==> src/design/bbed_pkg.sv <==
// ----------------------------------------------------------------------------
// bbed_pkg
// Shared constants, types and helpers of the bit-packed block element decoder.
// ----------------------------------------------------------------------------
package bbed_pkg;

	localparam int MEM_WORDS  = 256;
	localparam int MEM_AW     = $clog2(MEM_WORDS);
	localparam int MB_SIZE    = 32;
	localparam int MB_COUNT   = 4;
	localparam int ELEM_COUNT = MB_COUNT * MB_SIZE;
	localparam int POS_W      = $clog2(MB_SIZE);
	localparam int MB_W       = (MB_COUNT > 1) ? $clog2(MB_COUNT) : 1;
	localparam int WIDTH_W    = 6;
	localparam int OFS_W      = 8;
	localparam int BIT_W      = WIDTH_W + POS_W;
	localparam int SUM_W      = 10;

	localparam logic [MEM_AW-1:0] HDR_REF_ADDR   = MEM_AW'(0);
	localparam logic [MEM_AW-1:0] HDR_WIDTH_ADDR = MEM_AW'(1);
	localparam int                DATA_BASE      = 2;
	localparam logic [7:0]        WIDTH_MAX      = 8'd32;

	typedef enum logic {
		FUNC_WRITE  = 1'b0,
		FUNC_DECODE = 1'b1
	} func_t;

	typedef enum logic [1:0] {
		ST_IDLE,
		ST_HDR,
		ST_DAT
	} state_t;

	typedef struct packed {
		logic              we;
		logic [MEM_AW-1:0] waddr;
		logic [31:0]       wdata;
		logic              re;
		logic [MEM_AW-1:0] raddr_a;
		logic [MEM_AW-1:0] raddr_b;
	} mem_req_t;

	typedef struct packed {
		logic               load;
		logic [31:0]        ref_word;
		logic [WIDTH_W-1:0] width;
		logic [4:0]         bit_pos;
	} unpack_t;

	function automatic logic [WIDTH_W-1:0] clamp_width(input logic [7:0] wb);
		return (wb > WIDTH_MAX) ? WIDTH_W'(WIDTH_MAX) : wb[WIDTH_W-1:0];
	endfunction

endpackage

==> src/design/bbed_if.sv <==


interface bbed_res_if;
	logic               valid;
	logic               ready;
	logic signed [31:0] decoded_value;

	modport source (output valid, decoded_value, input ready);
	modport sink   (input valid, decoded_value, output ready);
endinterface

==> src/design/bbed_unpack.sv <==
// ----------------------------------------------------------------------------
// bbed_unpack
// Field extraction from the two-word window, reference add, result register.
// ----------------------------------------------------------------------------
module bbed_unpack
	import bbed_pkg::*;
(
	input  logic        clk,
	input  logic        arst_n,
	input  unpack_t     unpack,
	input  logic [31:0] rd_a,
	input  logic [31:0] rd_b,
	output logic        load_ok,
	bbed_res_if.source  res
);

	logic               valid_q;
	logic signed [31:0] value_q;
	logic [63:0]        window;
	logic [31:0]        mask;
	logic [31:0]        field;
	logic [31:0]        sum;

	always_comb begin
		window = {rd_b, rd_a} >> unpack.bit_pos;
		mask   = unpack.width[5] ? 32'hFFFF_FFFF
		                         : ((32'd1 << unpack.width[4:0]) - 32'd1);
		field  = window[31:0] & mask;
		sum    = unpack.ref_word + field;
	end

	assign load_ok = !valid_q || res.ready;

	always_ff @(posedge clk or negedge arst_n) begin
		if (!arst_n) begin
			valid_q <= 1'b0;
		end else if (unpack.load) begin
			valid_q <= 1'b1;
		end else if (res.ready) begin
			valid_q <= 1'b0;
		end
	end

	always_ff @(posedge clk) begin
		if (unpack.load) begin
			value_q <= $signed(sum);
		end
	end

	assign res.valid         = valid_q;
	assign res.decoded_value = value_q;

endmodule

==> src/flat_wrapper.sv <==
// flat-port wrapper written by rule: the top's interface ports become plain ports
module bbed_unpack_flat import bbed_pkg::*;
  (clk, arst_n, unpack, rd_a, rd_b, load_ok, res_valid, res_decoded_value, res_ready);
  bbed_res_if res_i ();
  input  logic clk;
  input  logic arst_n;
  input  unpack_t unpack;
  input  logic [31:0] rd_a;
  input  logic [31:0] rd_b;
  output logic load_ok;
  output wire logic [$bits(res_i.valid)-1:0] res_valid;
  output wire logic [$bits(res_i.decoded_value)-1:0] res_decoded_value;
  input wire logic [$bits(res_i.ready)-1:0] res_ready;
  assign res_valid = res_i.valid;
  assign res_decoded_value = res_i.decoded_value;
  assign res_i.ready = res_ready;
  bbed_unpack u_core (.clk(clk), .arst_n(arst_n), .unpack(unpack), .rd_a(rd_a), .rd_b(rd_b), .load_ok(load_ok), .res(res_i));
endmodule
==> config.mk <==
export PLATFORM = sky130hd
export DESIGN_NAME = bbed_unpack_flat
export DESIGN_NICKNAME = d
export VERILOG_FILES = /design/src/design/bbed_pkg.sv /design/src/design/bbed_if.sv /design/src/design/bbed_unpack.sv /design/src/flat_wrapper.sv
export SDC_FILE = /design/constraint.sdc
export NUM_CORES = 1
export LEC_CHECK = 0
export BUFFER_PORTS_ARGS = -buffer_cell sky130_fd_sc_hd__buf_2
export CAP_MARGIN = 40
export CORE_MARGIN = 3
export CORE_UTILIZATION = 50
export CTS_BUF_LIST = sky130_fd_sc_hd__clkbuf_4 sky130_fd_sc_hd__clkbuf_8
export CTS_CLUSTER_DIAMETER = 30
export DETAILED_ROUTE_END_ITERATION = 8
export PLACE_DENSITY = 0.81
export SLEW_MARGIN = 30
export SYNTH_ARGS = -nofsm -noshare
export SYNTH_HDL_FRONTEND = slang
export SYNTH_SLANG_ARGS = --single-unit
==> constraint.sdc <==
create_clock -name clk -period 0.8 [get_ports clk]
set_input_delay 0.04 -clock clk [delete_from_list [all_inputs] [get_ports clk]]
set_output_delay 0.04 -clock clk [all_outputs]
set_load 0.05 [all_outputs]
==> flow_metrics.env <==
export IMPL_slew_headroom=0.642
export IMPL_htreeDepth=2
export IMPL_slowest_stage="or4_4"
export IMPL_rsz0062_at_grt="yes"
export IMPL_cts_root_buf="clkbuf_8"
export IMPL_cp_arrival_ns=3.81
export IMPL_start_util=0.517
export IMPL_routedWlPerCell_um=20.0
export IMPL_grt_max_degree=34
export IMPL_utilization=0.825
export IMPL_critPathMaxFanout=5
export IMPL_clk_path_buf_depth=2
export IMPL_cp_depth=20
export IMPL_syn2layout_area_growth_pct=59.6
export IMPL_wl_um=25900
export IMPL_syn_inst=789
export IMPL_seqPwrFrac=0.175
export IMPL_crit_buf_inv=4
export IMPL_cp_common_cell="buf_4"
export IMPL_synth_cell_type_count=59
export IMPL_core_area_um2=12100
export IMPL_yosys_area_top_type="edfxtp_1"
export IMPL_seq_area_um2=987
export IMPL_final_antenna_net_count=0
export IMPL_synth_most_common_cell="nand2_1"
export IMPL_worst_slew_pin_slew_ns=0.533
export IMPL_fin_crit_ns=3.76
export IMPL_clock_latency_ns=0.29
export IMPL_critPathLaunchType="input port"
export IMPL_setup_viol=66
export IMPL_power_total_mw=15.4
export IMPL_port_buffers=143
export IMPL_synthXorXnorAreaFrac=0.0420
export IMPL_async_flop_share=0.0303
export IMPL_fillers=732
export IMPL_status="finished, violations left"
export IMPL_final_layout_size_suffix_gt1_frac=0.487
export IMPL_drv_slew=0
export IMPL_peakVddDrop_uv=845
export IMPL_critPathMaxStageDelay_ns=0.59
export IMPL_ys_warn_count=0
export IMPL_clockPowerShare=0.094
export IMPL_cts_tree="done"
export IMPL_fin_ws_ns=-2.96
export IMPL_synth_edff_count=32
export IMPL_grt_pass1_wl_um=37000
export IMPL_synth_avg_cell_area_um2=7.94
export IMPL_multi_input_area_um2=5510
export IMPL_yosysTopAreaCellShare=0.153
export IMPL_drt_initial_drc_count=923
export IMPL_path_cells="buf_8 -> nor3_4 -> nand3b_1 -> ha_4 -> buf_6 -> buf_4 -> nand2_1 -> o21ai_1 -> a221oi_2 -> a211oi_2 -> ha_1 -> a21o_1 -> a31oi_4 -> a21oi_2 -> or4_4 -> buf_4 -> a21boi_4 -> o21a_1 -> o31ai_2 -> xor2_1"
export IMPL_die_w_um=118
export IMPL_leakage_nw=4.59
export IMPL_placed_area_um2=8630
export IMPL_final_nets=1266
export IMPL_die_area_um2=13900
export IMPL_intPower_mw=8.47
export IMPL_fin_crit_sh=4.70
export IMPL_cellPowerDensity_nw_per_um2=1540
export IMPL_fmax_mhz=266
export IMPL_synthSimpleGateAreaFrac=0.187
export IMPL_skew_ns=0
export IMPL_hold_class="in2async"
export IMPL_p_sw_frac=0.451
export IMPL_cp_required_ns=0.86
export IMPL_post_synth_mux_area_share=0.251
export IMPL_antennaDiodeCount=0
export IMPL_reg2reg_depth=3
export IMPL_placementRows=40
export IMPL_antenna_found_initial=0
export IMPL_synth_area_um2=6260
export IMPL_cts_sinks=33
export IMPL_synth_flop_cell="edfxtp_1"
export IMPL_drc=0
export IMPL_power_switching_mw=6.96
export IMPL_violations="setup timing"
export IMPL_comb_power_share=0.731
export IMPL_critPathCaptureType="register"
export IMPL_ys_top_cells_by_area="edfxtp_1 15%, mux4_2 14%, mux2i_1 9.3%, nand2_1 8.2%, ha_1 6.4%"
export IMPL_synth_top_family_by_area="multiplexers"
export IMPL_routed_via_density=6.30
export IMPL_synth_fa_ha_area_frac=0.0671
export IMPL_maxCapViolCount=0
export IMPL_vias=8133
export IMPL_critPathTopFamily="compound AO/OA/AOI/OAI gates"
export IMPL_grt_pass1_vias=7542
export IMPL_fp_dieH_um=118
export IMPL_synth_compound_area_frac=0.241
export IMPL_drt_first_pass_iters=8
export IMPL_numCtsBuffers=5
export IMPL_ios=145
export IMPL_critPathKind="in2reg"
export IMPL_hold_viol=0
export IMPL_synth_common_cells="136 x nand2_1, 74 x nor2_1, 71 x a21oi_1"
export IMPL_design_area_um2=9990
export IMPL_path_clk_slew_ns=0.08
export IMPL_grt_usage=0.322
export IMPL_ys_ff_latch=33
export IMPL_dpl_worst_slack_ns=-3.52
export IMPL_synth_nets=933
export IMPL_hpwl_um=17600
export IMPL_yosysSeqAreaShare=0.157
export IMPL_place_gp_congestion=0.973
export IMPL_grt_ovfl_total=0
-- layout by cell type, fill, tap and decap left out, types with 6 or more instances in the layout --
master / n
a211oi_2: 8
xor2_1: 8
buf_12: 11
edfxtp_1: 32
nor3_1: 8
a21oi_2: 17
nor2_1: 70
buf_4: 210
clkbuf_8: 7
nand3_1: 11
a221oi_1: 9
ha_1: 28
buf_2: 105
o211ai_1: 7
a221oi_2: 6
mux4_2: 39
mux2i_1: 50
o21a_1: 11
xnor2_1: 20
a31oi_1: 7
o21ai_0: 29
buf_6: 53
nand2_1: 128
inv_1: 17
a211oi_1: 20
o21ai_1: 12
mux2_2: 10
and2_1: 6
a21o_1: 10
a21oi_1: 51
-- worst register-to-register path, delay by kind of cell, from the launching register on --
kind	cells	cell delay (ns)
flops	1	0.43
simple gates	2	0.13
buf+inv	1	0.09
-- kinds of logic after synthesis --
logic type               Yosys count
AND/OR/NAND/NOR                  271
AO/OA/AOI/OAI                    233
multiplexers                     107
buffers and inverters             82
adder cells (fa/ha/maj)           33
flip-flops                        33
XOR/XNOR                          30
-- flip-flops by register name, summed over array words and instances (netlist names) --
name,count
u_core.res.decoded_value,32
u_core.res.valid,1
-- path summary, 6_finish.rpt --
kind                                                end        startpoint  slack, ns
min in group clk            u_core.res.decoded_value[0]        unpack[11]       0.07
hold / removal                         u_core.res.valid            arst_n       0.04
hold reg to reg                        u_core.res.valid  u_core.res.valid       0.66
setup reg to reg                       u_core.res.valid  u_core.res.valid       0.04
max in group asynchronous              u_core.res.valid            arst_n       0.66
setup / recovery           u_core.res.decoded_value[29]         unpack[8]      -2.96
-- cell type report --
class                           count  share of cell area
Clock buffer                        7             0.00964
Tap cell                          168              0.0210
Inverter                           20             0.00826
Multi-Input combinational cell    674               0.552
Clock inverter                      1            0.000501
Timing Repair Buffer              388               0.310
Sequential cell                    33              0.0988
-- power groups by stage --
stage	sequential (mW)	clock, mW	combinational, mW
floorplan	4.11	0	4.13
global placement	2.60	0	8.60
detailed placement	2.62	0	8.83
CTS	2.70	1.46	9.96
global route	2.75	1.52	11.8
finish	2.70	1.45	11.3
-- timing repair --
| item | 4_1_cts | 5_1_grt |
|---|---|---|
| hold buffers | 1 | 0 |
| buffers inserted | 13 | 23 |
| pin swaps | 24 | 62 |
| endpoints found under the setup margin | 66 | 67 |
| gates resized for setup | 159 | 81 |
| hold endpoints to repair | 1 | 0 |
| cloned | 3 | 0 |
-- through the flow --
stage | cells | hold slack [ns] | setup TNS (ns)
after floorplan | 789 | -0.256 | -75.87
after global placement | 1248 | -0.185 | -90.16
after detailed placement | 1248 | -0.182 | -93.00
after CTS | 1273 | 0.0341 | -74.28
after global routing | 1291 | 0.0414 | -82.97
final | 1291 | 0.0415 | -78.71
-- per-layer routing --
metal	vias up	track usage	share of wire
li1	3637	-	-
met1	3741	0.401	0.38
met2	624	0.564	0.49
met3	131	0.0365	0.089
met4	0	0.141	0.048
met5	-	0	0
(Power assumes the default switching activity.)
