===== src/design/bbed_pkg.sv =====
// ----------------------------------------------------------------------------
// bbed_pkg
// Shared constants, types and helpers of the bit-packed block element decoder.
// ----------------------------------------------------------------------------
package bbed_pkg;

	localparam int MEM_WORDS  = 256;
	localparam int MEM_AW     = $clog2(MEM_WORDS);
	localparam int MB_SIZE    = 32;
	localparam int MB_COUNT   = 4;
	localparam int ELEM_COUNT = MB_COUNT * MB_SIZE;
	localparam int POS_W      = $clog2(MB_SIZE);
	localparam int MB_W       = (MB_COUNT > 1) ? $clog2(MB_COUNT) : 1;
	localparam int WIDTH_W    = 6;
	localparam int OFS_W      = 8;
	localparam int BIT_W      = WIDTH_W + POS_W;
	localparam int SUM_W      = 10;

	localparam logic [MEM_AW-1:0] HDR_REF_ADDR   = MEM_AW'(0);
	localparam logic [MEM_AW-1:0] HDR_WIDTH_ADDR = MEM_AW'(1);
	localparam int                DATA_BASE      = 2;
	localparam logic [7:0]        WIDTH_MAX      = 8'd32;

	typedef enum logic {
		FUNC_WRITE  = 1'b0,
		FUNC_DECODE = 1'b1
	} func_t;

	typedef enum logic [1:0] {
		ST_IDLE,
		ST_HDR,
		ST_DAT
	} state_t;

	typedef struct packed {
		logic              we;
		logic [MEM_AW-1:0] waddr;
		logic [31:0]       wdata;
		logic              re;
		logic [MEM_AW-1:0] raddr_a;
		logic [MEM_AW-1:0] raddr_b;
	} mem_req_t;

	typedef struct packed {
		logic               load;
		logic [31:0]        ref_word;
		logic [WIDTH_W-1:0] width;
		logic [4:0]         bit_pos;
	} unpack_t;

	function automatic logic [WIDTH_W-1:0] clamp_width(input logic [7:0] wb);
		return (wb > WIDTH_MAX) ? WIDTH_W'(WIDTH_MAX) : wb[WIDTH_W-1:0];
	endfunction

endpackage


===== src/design/bbed_if.sv =====
// ----------------------------------------------------------------------------
// bbed_if
// Valid/ready channels of the decoder: command words in, result words out.
// ----------------------------------------------------------------------------
interface bbed_cmd_if;
	logic       valid;
	logic       ready;
	logic       func;
	logic [7:0] word_addr;
	logic [31:0] word_data;
	logic [6:0] element_index;

	modport source (output valid, func, word_addr, word_data, element_index, input ready);
	modport sink   (input valid, func, word_addr, word_data, element_index, output ready);
endinterface



===== src/design/bbed_ctrl.sv =====
// ----------------------------------------------------------------------------
// bbed_ctrl
// Sequencer: header read, data address generation, data read, result load.
// ----------------------------------------------------------------------------
module bbed_ctrl
	import bbed_pkg::*;
(
	input  logic        clk,
	input  logic        arst_n,
	bbed_cmd_if.sink    cmd,
	input  logic [31:0] rd_a,
	input  logic [31:0] rd_b,
	input  logic        load_ok,
	output mem_req_t    mem_req,
	output unpack_t     unpack
);

	state_t state_q, state_d;

	logic [6:0]         idx_q;
	logic [31:0]        ref_q;
	logic [WIDTH_W-1:0] width_q;
	logic [4:0]         bit_q;

	logic               accept;
	logic               is_decode;
	logic [MB_W-1:0]    mb;
	logic [POS_W-1:0]   pos;
	logic [OFS_W-1:0]   offset;
	logic [WIDTH_W-1:0] width;
	logic [BIT_W-1:0]   bit_lin;
	logic [SUM_W-1:0]   word_sum;
	logic [MEM_AW-1:0]  word_a;

	assign accept    = cmd.valid & cmd.ready;
	assign is_decode = (cmd.func == FUNC_DECODE);

	always_ff @(posedge clk or negedge arst_n) begin
		if (!arst_n) begin
			state_q <= ST_IDLE;
		end else begin
			state_q <= state_d;
		end
	end

	always_comb begin
		state_d         = state_q;
		cmd.ready       = 1'b0;
		unpack.load     = 1'b0;
		unpack.ref_word = ref_q;
		unpack.width    = width_q;
		unpack.bit_pos  = bit_q;
		unique case (state_q)
			ST_IDLE: begin
				cmd.ready = 1'b1;
				if (accept && is_decode) state_d = ST_HDR;
			end
			ST_HDR: begin
				state_d = ST_DAT;
			end
			ST_DAT: begin
				if (load_ok) begin
					cmd.ready   = 1'b1;
					unpack.load = 1'b1;
					state_d     = (accept && is_decode) ? ST_HDR : ST_IDLE;
				end
			end
			default: state_d = ST_IDLE;
		endcase
	end

	// data address from the header words
	always_comb begin
		mb     = idx_q[POS_W +: MB_W];
		pos    = idx_q[POS_W-1:0];
		offset = '0;
		for (int j = 0; j < MB_COUNT; j++) begin
			if (MB_W'(j) < mb) begin
				offset = offset + OFS_W'(clamp_width(rd_b[8*j +: 8]));
			end
		end
		width    = clamp_width(rd_b[8*mb +: 8]);
		bit_lin  = BIT_W'(width) * BIT_W'(pos);
		word_sum = SUM_W'(offset) + SUM_W'(DATA_BASE) + SUM_W'(bit_lin[BIT_W-1:5]);
		word_a   = word_sum[MEM_AW-1:0];
	end

	always_ff @(posedge clk) begin
		if (accept && is_decode) begin
			idx_q <= 7'(cmd.element_index % ELEM_COUNT);
		end
		if (state_q == ST_HDR) begin
			ref_q   <= rd_a;
			width_q <= width;
			bit_q   <= bit_lin[4:0];
		end
	end

	always_comb begin
		mem_req.we      = accept && !is_decode && (32'(cmd.word_addr) < MEM_WORDS);
		mem_req.waddr   = MEM_AW'(cmd.word_addr);
		mem_req.wdata   = cmd.word_data;
		mem_req.re      = (accept && is_decode) || (state_q == ST_HDR);
		mem_req.raddr_a = (state_q == ST_HDR) ? word_a : HDR_REF_ADDR;
		mem_req.raddr_b = (state_q == ST_HDR) ? MEM_AW'(word_a + MEM_AW'(1)) : HDR_WIDTH_ADDR;
	end

endmodule


===== src/flat_wrapper.sv =====
// flat-port wrapper written by rule: the top's interface ports become plain ports
module bbed_ctrl_flat import bbed_pkg::*;
  (clk, arst_n, rd_a, rd_b, load_ok, mem_req, unpack, cmd_valid, cmd_func, cmd_word_addr, cmd_word_data, cmd_element_index, cmd_ready);
  bbed_cmd_if cmd_i ();
  input  logic clk;
  input  logic arst_n;
  input  logic [31:0] rd_a;
  input  logic [31:0] rd_b;
  input  logic load_ok;
  output mem_req_t mem_req;
  output unpack_t unpack;
  input wire logic [$bits(cmd_i.valid)-1:0] cmd_valid;
  input wire logic [$bits(cmd_i.func)-1:0] cmd_func;
  input wire logic [$bits(cmd_i.word_addr)-1:0] cmd_word_addr;
  input wire logic [$bits(cmd_i.word_data)-1:0] cmd_word_data;
  input wire logic [$bits(cmd_i.element_index)-1:0] cmd_element_index;
  output wire logic [$bits(cmd_i.ready)-1:0] cmd_ready;
  assign cmd_i.valid = cmd_valid;
  assign cmd_i.func = cmd_func;
  assign cmd_i.word_addr = cmd_word_addr;
  assign cmd_i.word_data = cmd_word_data;
  assign cmd_i.element_index = cmd_element_index;
  assign cmd_ready = cmd_i.ready;
  bbed_ctrl u_core (.clk(clk), .arst_n(arst_n), .cmd(cmd_i), .rd_a(rd_a), .rd_b(rd_b), .load_ok(load_ok), .mem_req(mem_req), .unpack(unpack));
endmodule

===== config.mk =====
export PLATFORM = sky130hd
export DESIGN_NAME = bbed_ctrl_flat
export DESIGN_NICKNAME = d
export VERILOG_FILES = /design/src/design/bbed_pkg.sv /design/src/design/bbed_if.sv /design/src/design/bbed_ctrl.sv /design/src/flat_wrapper.sv
export SDC_FILE = /design/constraint.sdc
export NUM_CORES = 1
export LEC_CHECK = 0
export ABC_AREA = 0
export BUFFER_PORTS_ARGS = -buffer_cell sky130_fd_sc_hd__buf_2
export CAP_MARGIN = 5
export CORE_MARGIN = 8
export CORE_UTILIZATION = 40
export DETAILED_ROUTE_END_ITERATION = 8
export PLACE_DENSITY = 0.72
export SLEW_MARGIN = 20
export SYNTH_ARGS = -nofsm -noshare
export SYNTH_HDL_FRONTEND = slang
export SYNTH_SLANG_ARGS = --single-unit

===== constraint.sdc =====
create_clock -name clk -period 18.1 [get_ports clk]
set_input_delay 3.62 -clock clk [delete_from_list [all_inputs] [get_ports clk]]
set_output_delay 3.62 -clock clk [all_outputs]
set_load 0.005 [all_outputs]

==> results of run 1 <==
## sequential cells by signal, indices dropped and copies added (netlist names)
name            cells
u_core.ref_q       32
u_core.idx_q        7
u_core.width_q      6
u_core.bit_q        5
u_core.state_q      2
## through the flow
stage | worst slack [ns] | power (uW)
floorplan | 5.30 | 222
global placement | 4.64 | 245
detailed placement | 4.47 | 248
CTS | 4.43 | 332
global route | 3.73 | 347
finish | 4.43 | 326
## critical path, delay by kind of cell
kind,cells,cell delay (ns)
adder cells (fa/ha/maj),6,2.53
AND/OR/NAND/NOR,8,1.69
AO/OA/AOI/OAI,6,1.23
buffers and inverters,4,0.44
XOR/XNOR,2,0.43
multiplexers,1,0.12
## Yosys cell counts (6+ instances only)
cell type	instances	share of area (%)
a21oi_1	13	1.5
and2_1	37	5.4
buf_4	40	6.9
edfxtp_1	50	35
fa_1	15	6.9
ha_1	44	13
inv_1	36	3.1
nand2_1	20	1.7
nor2_1	22	1.9
nor3_1	6	0.69
o21ai_0	8	0.93
xnor2_1	15	3.0
xor2_1	6	1.2
## power by group
| group | switching [uW] | internal, uW | leakage, uW | total, uW |
|---|---|---|---|---|
| registers | 3.35 | 140 | 0.000489 | 143 |
| clock network | 40.0 | 42.0 | 0.0000600 | 82.0 |
| logic | 53.9 | 47.0 | 0.00184 | 101 |
| total | 97.3 | 229 | 0.00239 | 326 |
## cell type report
cell class	instances	area [sq um]
clock buffer	5	68.8
clock inverter	3	46.3
fill	1004	5720
inverter	37	139
multi-input combinational	264	2300
sequential	52	1550
tap	140	175
timing repair buffer	138	691
## kinds of logic after synthesis
family	synth area share [%]
buf+inv	10.8
fa+ha+maj	19.7
mux	4.14
simple gates	15.7
compound gates	9.46
xor+xnor	4.25
flops	35.9
## how the worst max path moves through the flow
stage                       endpoint  slack (ns)  cells after the start
after floorplan           mem_req[7]        5.30                     24
after global placement    mem_req[7]        4.64                     27
after detailed placement  mem_req[7]        4.47                     27
after CTS                 mem_req[7]        4.43                     27
after global routing      mem_req[7]        3.73                     27
final                     mem_req[7]        4.43                     27
## metal layers
metal / vias to the layer above / track usage [%]
met5: - / 0
met4: 0 / 3.51
met3: 16 / 4.23
met2: 103 / 24.2
met1: 1488 / 14.6
li1: 1548 / -
==> impl_metrics.ini, run 1 <==
[cells_and_area]
area_delta_synth_final_pct = 15.1
final_common_cell = buf_2
post-route-util_pct = 46.5
final_cell_area_sq_um = 4970
nNetsFinal = 673
final_cells = 639
antenna_cells = 0
most-common-layout-cells = 138 x buf_2, 50 x edfxtp_1, 44 x ha_1
post_route_cells_drive_above_1_share_pct = 33.3

[timing]
fin_setup_tns_ns = 0
fin_hold_ws_ns = 0.527
fmax_mhz = 73.2
period_needed_ns = 13.67
finClkSkew_ns = 0.00698
finalSetupViolCount = 0
relSlewSlack_pct = 36.6
finalMaxSlewViolations = 0
hold_viol = 0
min_period_over_period_pct = 75.5
rsz0062_at_grt = no
worst_pin_slew_ns = 0.951

[global_route]
grt_start_max_net_pins = 49
grt_usage_pct = 13.3
grt_pass1_wl_mm = 15.8
grt_pass1_vias = 3253
antenna_found_initial = 0
grt-ovfl-total = 0

[placement]
postPlaceCellArea_sq_um = 4860
io_buffers = 138
placed_cells = 631
hpwl_mm = 8.34
gp_congestion = 0.873

[yosys]
synthCells = 398
syn_area_per_cell_sq_um = 10.9
yosysSeqAreaShare_pct = 35.9
synth-seq-cells = 52
synth_ff_type = edfxtp_1
ys_types = 56
synthesis.area_sq_um = 4320
synth-edff-count = 50
ys_warn_count = 0
syn_nets = 573
ys_async_sr_fraction_pct = 3.85

[floorplanning]
num_rows = 38
fp.dieW_um = 120
fp.coreArea_sq_um = 10700
dieArea_sq_um = 14400
die_h_um = 120
start_util_pct = 40.4
io_pins = 219

[min_path]
hold_start = u_core.state_q[0]
hold_path_class = reg2reg
min_to = u_core.state_q[1]
worstHoldPathCells = 1

[clocking]
hold_buffers = 0
cts_tree = yes
numCtsBuffers = 5
path_clk_slew_ns = 0.10
clk-insertion-delay-late_ns = 0.31
htree_levels = 2
clockBufferDepth = 2
cts_sinks = 52
post_cts_buffers = 0
cts_resized = 0
cts.root.buffer_cell = clkbuf_8

[route]
antenna_left = 0
dr.first_iter.drc_count = 138
wl_met2_mm = 5.20
highest_layer = met4
drt-pass1-iter-count = 4
vias_per_cell = 4.94
m1WireLength_mm = 3.83
wl_per_cell_um = 15.6
wl_met3_um = 843
routed_wl_mm = 9.99
vias = 3155
drc = 0

[critical_path]
end_kind = output pin
r2r_slack_ns = 13.58
reg2reg_from = u_core.idx_q[5]
reg2reg_to = u_core.bit_q[4]
cp_slowest_cell = fa_1
cpPeakStageDelay_ns = 0.54
path_class = in2out
crit_path_max_fanout = 11
critPathLaunch = rd_b[23]
cp.arrival_ns = 10.05
start_kind = primary input
required_ns = 14.48
r2r_cells = 12

[power_and_ir_drop]
powerDensity_nw_per_um2 = 65.6
power.leakage_uw = 0.00239
ir_drop_mv = 0.0403

[status]
status = finished clean

[flow_run]
maxCapViolCount = 0
No activity file was read; power rests on OpenSTA's default activity.
==> run 2, diff against run 1 <==
Settings changed: ABC_AREA 0 to 1, PLACE_DENSITY 0.72 to 0.74.
Clock period 18.1 ns to 11.5 ns, I/O delays scaled along.
==> run 2 against run 1 <==
  * First-iteration DRC count rose by 17%
  * Cell area grew 4.3%
  * Sequential cell count did not move
  * Synthesized cell count increased by 37%
  * Hold slack worse by 0.042 ns
  * Worst setup slack worse by 3.6 ns
  * Utilization up 0.93 points
  * Clock skew is 0.0014 ns lower
  * Sequential power increased by 56%
  * Clock-buffer cell count up 1
  * Critical endpoint unchanged
  * Highest routed layer unchanged
==> impl_metrics.ini, run 2 <==
[status]
status = finished clean

[floorplanning]
die_h_um = 122
io_pins = 219
fp.coreArea_sq_um = 10900
dieArea_sq_um = 14900
num_rows = 38
start_util_pct = 41.3
fp.dieW_um = 122

[power_and_ir_drop]
pwr-share-clk_pct = 28.6
p_sw_uw = 145
powerDensity_nw_per_um2 = 95.8
power_frac_comb_pct = 26.6
pwr-share-seq_pct = 44.8
p_int_uw = 352
p_total_uw = 497
power.leakage_uw = 0.00268
ir_drop_mv = 0.0786
swShare_pct = 29.2

[global_route]
grt-ovfl-total = 0
antenna_found_initial = 0
grt_pass1_vias = 3905
grt_pass1_wl_mm = 18.1
grt_usage_pct = 14.8
grt_start_max_net_pins = 50

[route]
routed_wl_mm = 11.0
dr.first_iter.drc_count = 162
antenna_left = 0
vias_per_cell = 4.76
drc = 0
drt-pass1-iter-count = 5
wl_per_cell_um = 14.0
vias = 3747

[critical_path]
cp_top_family = adder cells
crit_path_max_fanout = 5
end_kind = output pin
cp_slowest_cell = fa_1
required_ns = 9.20
start_kind = primary input
cp.arrival_ns = 8.33
cpPeakStageDelay_ns = 0.54
path_class = in2out
crit_buf_inv = 6

[clocking]
post_cts_buffers = 0
cts.root.buffer_cell = clkbuf_16
cts_sinks = 52
hold_buffers = 0
clockBufferDepth = 2
htree_levels = 2
numCtsBuffers = 5
cts_resized = 0
path_clk_slew_ns = 0.06
clk-insertion-delay-late_ns = 0.28
cts_tree = yes

[cells_and_area]
post_route_cells_drive_above_1_share_pct = 27.0
final_common_cell = buf_2
largest_reg_flops = 32
area_delta_synth_final_pct = 14.9
fillCellCount = 1104
nNetsFinal = 821
top_regs = u_core.ref_q: 32 flops, u_core.idx_q: 7 flops, u_core.width_q: 6 flops
final_cell_area_sq_um = 5190
most-common-layout-cells = 138 x buf_2, 101 x nand2_1, 86 x inv_1
regMostFlops = u_core.ref_q
antenna_cells = 0

[yosys]
synth.cells.most_frequent = 101 x nand2_1, 87 x inv_1, 66 x nor2_1, 50 x edfxtp_1, 44 x ha_1
synth_ff_type = edfxtp_1
yosysSeqAreaShare_pct = 34.4
ys_async_sr_fraction_pct = 3.85
synth_top_area_cell = edfxtp_1
synth.most_common_cell = nand2_1
ys_types = 36
ys_warn_count = 0
syn_nets = 720
syn_area_per_cell_sq_um = 8.28
synth-edff-count = 50
synthCells = 545
synth_top_area_share_pct = 33.3
synth.area.top_cells = edfxtp_1 33%, ha_1 12%, nand2_1 8.4%
synth-seq-cells = 52
synthesis.area_sq_um = 4510

[timing]
finClkSkew_ns = 0.00554
min_period_over_period_pct = 92.4
fin_hold_ws_ns = 0.485
rsz0062_at_grt = no
fin_setup_tns_ns = 0
fmax_mhz = 94.1
finalMaxSlewViolations = 0
period_needed_ns = 10.63
worst_pin_slew_ns = 0.991
hold_viol = 0
finalSetupViolCount = 0
relSlewSlack_pct = 33.9

[placement]
postPlaceCellArea_sq_um = 5040
gp_congestion = 0.879
io_buffers = 138
hpwl_mm = 9.48

[min_path]
hold_path_class = reg2reg

[flow_run]
maxCapViolCount = 0
run 2: cell types whose count changed in the layout (fill, tap and decap cells not counted), sizes merged, moves of 9 or more:
cell / previous run / this run
a21oi: 13 / 27
and2: 37 / 1
inv: 38 / 95
nand2: 20 / 111
nand3: 2 / 20
nor2: 22 / 70
nor2b: 9 / 0
o21ai: 11 / 25
run 2: stage by stage:
step                      utilization (%)  cells  setup slack [ns]
after floorplan                         -    545              1.57
after global placement               46.1    779              1.03
after detailed placement             46.1    779             0.898
after CTS                            47.4    787             0.871
after global routing                 47.4    787             0.344
final                                47.4    787             0.873
run 2: layer usage:
metal  up-vias  share of wire (%)  track usage (%)
li1       1926                  -                -
met2       128                 46             25.5
met4         0                1.7             4.95
met1      1669                 43             17.7
met3        24                9.1             3.45
met5         -                  0                0
run 2: kinds of logic (layout without fill, tap and decap cells):
logic type	Yosys count	after routing	synth area share [%]
adder cells (fa/ha/maj)	59	59	18.8
AO/OA/AOI/OAI	63	63	7.90
buffers and inverters	139	241	15.4
XOR/XNOR	11	11	2.13
flip-flops	52	52	34.4
multiplexers	1	1	0.222
AND/OR/NAND/NOR	220	220	21.1
run 2: power groups by stage:
| stage | sequential, uW | combinational (uW) | clock (uW) |
|---|---|---|---|
| floorplan | 227 | 98.3 | 0 |
| global placement | 227 | 131 | 0 |
| detailed placement | 227 | 134 | 0 |
| CTS | 223 | 135 | 148 |
| global route | 224 | 153 | 155 |
| finish | 223 | 132 | 142 |
run 2: cell type report:
class	count	area [sq um]	area share, %
clock buffers	6	129	2.48
inverters	95	357	6.87
well taps	140	175	3.38
flip-flops and latches	52	1550	29.9
clock inverters	2	16.3	0.314
multi-input cells	354	2270	43.7
repair buffers	138	691	13.3
run 2: path summary, 6_finish.rpt:
| path | start | end | slack, ns | depth (start not counted) |
|---|---|---|---|---|
| max in group asynchronous | arst_n | u_core.state_q[0] | 9.61 | 1 |
| hold reg to reg | u_core.state_q[1] | u_core.state_q[1] | 0.48 | 1 |
| setup reg to reg | u_core.idx_q[6] | u_core.bit_q[4] | 7.16 | 14 |
| min in group asynchronous | arst_n | u_core.state_q[1] | 1.79 | 1 |
| setup / recovery | rd_b[23] | mem_req[7] | 0.87 | 32 |
| hold / removal | u_core.state_q[1] | u_core.state_q[1] | 0.48 | 1 |
run 2: worst reg2reg max path, delay by kind of cell, from the launching register on:
family | cells | cell delay, ns
AO/OA/AOI/OAI | 2 | 0.35
flip-flops | 1 | 0.59
adder cells (fa/ha/maj) | 4 | 1.96
AND/OR/NAND/NOR | 3 | 0.62
XOR/XNOR | 1 | 0.15
buffers and inverters | 4 | 0.42
==> run 3, diff against run 2 <==
Settings changed: BUFFER_PORTS_ARGS -buffer_cell sky130_fd_sc_hd__buf_2 to -buffer_cell sky130_fd_sc_hd__buf_4, RECOVER_POWER from default to 25.
==> run 3 against run 2 <==
  * The run now ends with max-capacitance violations, max-slew violations left
  * Combinational power up 9.8%
  * Final cell count is the same
  * Sequential cell count unchanged
  * Largest cell class unchanged
==> impl_metrics.ini, run 3 (same netlist as run 2, synthesis figures left out) <==
[status]
status = finished with violations
violations = max-capacitance violations, max-slew violations

[route]
antenna_left = 0
wl_per_cell_um = 14.2
vias_per_cell = 4.88
dr.first_iter.drc_count = 169
routed_wl_mm = 11.2
drt-pass1-iter-count = 4
vias = 3837
drc = 0

[placement]
hpwl_mm = 9.61
gp_congestion = 0.865
io_buffers = 138

[global_route]
grt_pass1_vias = 3857
grt_usage_pct = 14.7
grt_start_max_net_pins = 50
grt-ovfl-total = 0
grt_pass1_wl_mm = 18.0
antenna_found_initial = 0

[timing]
rsz0062_at_grt = no
hold_viol = 0
min_period_over_period_pct = 92.4
finClkSkew_ns = 0.00412
period_needed_ns = 10.63
fmax_mhz = 94.1
finalMaxSlewViolations = 50
worst_pin_slew_ns = 1.77
relSlewSlack_pct = -18.3
fin_setup_tns_ns = 0
finalSetupViolCount = 0

[min_path]
hold_path_class = reg2reg

[critical_path]
cp_slowest_cell = fa_1
path_class = in2out
cp_top_family = adder cells
end_kind = output pin
cp.arrival_ns = 8.33
crit_path_max_fanout = 5
cpPeakStageDelay_ns = 0.55
crit_buf_inv = 6
required_ns = 9.20
start_kind = primary input

[floorplanning]
num_rows = 38
fp.coreArea_sq_um = 10900
fp.dieW_um = 122
start_util_pct = 41.3
io_pins = 219
dieArea_sq_um = 14900
die_h_um = 122

[clocking]
cts_tree = yes
numCtsBuffers = 5
cts_sinks = 52
path_clk_slew_ns = 0.06
htree_levels = 2
cts.root.buffer_cell = clkbuf_16
post_cts_buffers = 0
clockBufferDepth = 2
hold_buffers = 0
clk-insertion-delay-late_ns = 0.28
cts_resized = 0

[cells_and_area]
post-route-util_pct = 50.6
most-common-layout-cells = 131 x buf_4, 101 x nand2_1, 87 x inv_1
antenna_cells = 0
nNetsFinal = 821
post_route_cells_drive_above_1_share_pct = 26.7
final_common_cell = buf_4
area_delta_synth_final_pct = 22.5
top_regs = u_core.ref_q: 32 flops, u_core.idx_q: 7 flops, u_core.width_q: 6 flops
regMostFlops = u_core.ref_q
largest_reg_flops = 32

[power_and_ir_drop]
power.leakage_uw = 0.00279
power_frac_comb_pct = 28.4
pwr-share-clk_pct = 27.9
swShare_pct = 28.6
powerDensity_nw_per_um2 = 92.5
ir_drop_mv = 0.105
pwr-share-seq_pct = 43.7
p_sw_uw = 146
p_int_uw = 365

[flow_run]
maxCapViolCount = 1
-- run 3: changes by cell type in the layout (fill, tap and decap cells not counted) --
cell,change
inv_2,-1
clkbuf_4,+6
buf_2,-138
inv_1,+1
clkbuf_1,+1
buf_4,+131
-- run 3: final cells by class --
class | instances | area [sq um]
flip-flops and latches | 52 | 1550
multi-input cells | 354 | 2270
fillers | 1057 | 5410
inverters | 95 | 357
clock inverters | 2 | 16.3
clock buffers | 6 | 129
repair buffers | 138 | 1030
well taps | 140 | 175
-- run 3: routing by layer --
metal  GRT usage, %  part of all wire [%]  routed length [um]  vias to the layer above
met5              0                     0                   0                        -
met4           4.87                   1.9                 208                        0
met3           3.31                   8.9                 997                       26
met2           25.8                    47                5240                      143
met1           17.5                    42                4730                     1744
li1               -                     -                   -                     1924
-- run 3: power groups by stage --
stage | clock network, uW | registers [uW] | logic (uW)
2_1_floorplan | 0 | 227 | 98.3
6_report | 142 | 224 | 145
3_3_place_gp | 0 | 227 | 144
5_1_grt | 153 | 225 | 165
3_5_place_dp | 0 | 228 | 147
4_1_cts | 147 | 223 | 148
-- run 3: worst paths after layout --
path,start,cells past startpoint,slack (ns),end
max,rd_b[23],32,0.87,mem_req[7]
min,u_core.state_q[1],1,0.48,u_core.state_q[1]
max reg2reg,u_core.idx_q[6],14,7.15,u_core.bit_q[4]
min reg2reg,u_core.state_q[1],1,0.48,u_core.state_q[1]
max in group asynchronous,arst_n,1,9.59,u_core.state_q[1]
min in group asynchronous,arst_n,1,1.79,u_core.state_q[0]
-- run 3: worst reg2reg max path, stage by stage (launching register included) --
cell and delay [ns]:
edfxtp_1 0.60, nor2_2 0.47, inv_1 0.16, o21ai_2 0.23, o21ai_4 0.12, inv_2 0.14
nand2_2 0.10, inv_2 0.07, nand2_1 0.07, fa_1 0.54, fa_1 0.52, fa_1 0.56
inv_1 0.04, ha_1 0.34, xnor2_1 0.15
-- run 3: stage by stage --
step / area (sq um) / hold slack (ns) / worst slack [ns] / instances / total power [uW]
6_report: 5530 / 0.482 / 0.871 / 787 / 511
3_5_place_dp: 5390 / 0.475 / 0.889 / 779 / 374
5_1_grt: 5530 / 0.508 / 0.333 / 787 / 543
2_1_floorplan: 4510 / 0.446 / 1.57 / 545 / 325
4_1_cts: 5530 / 0.483 / 0.867 / 787 / 518
3_3_place_gp: 5390 / 0.458 / 1.00 / 779 / 372
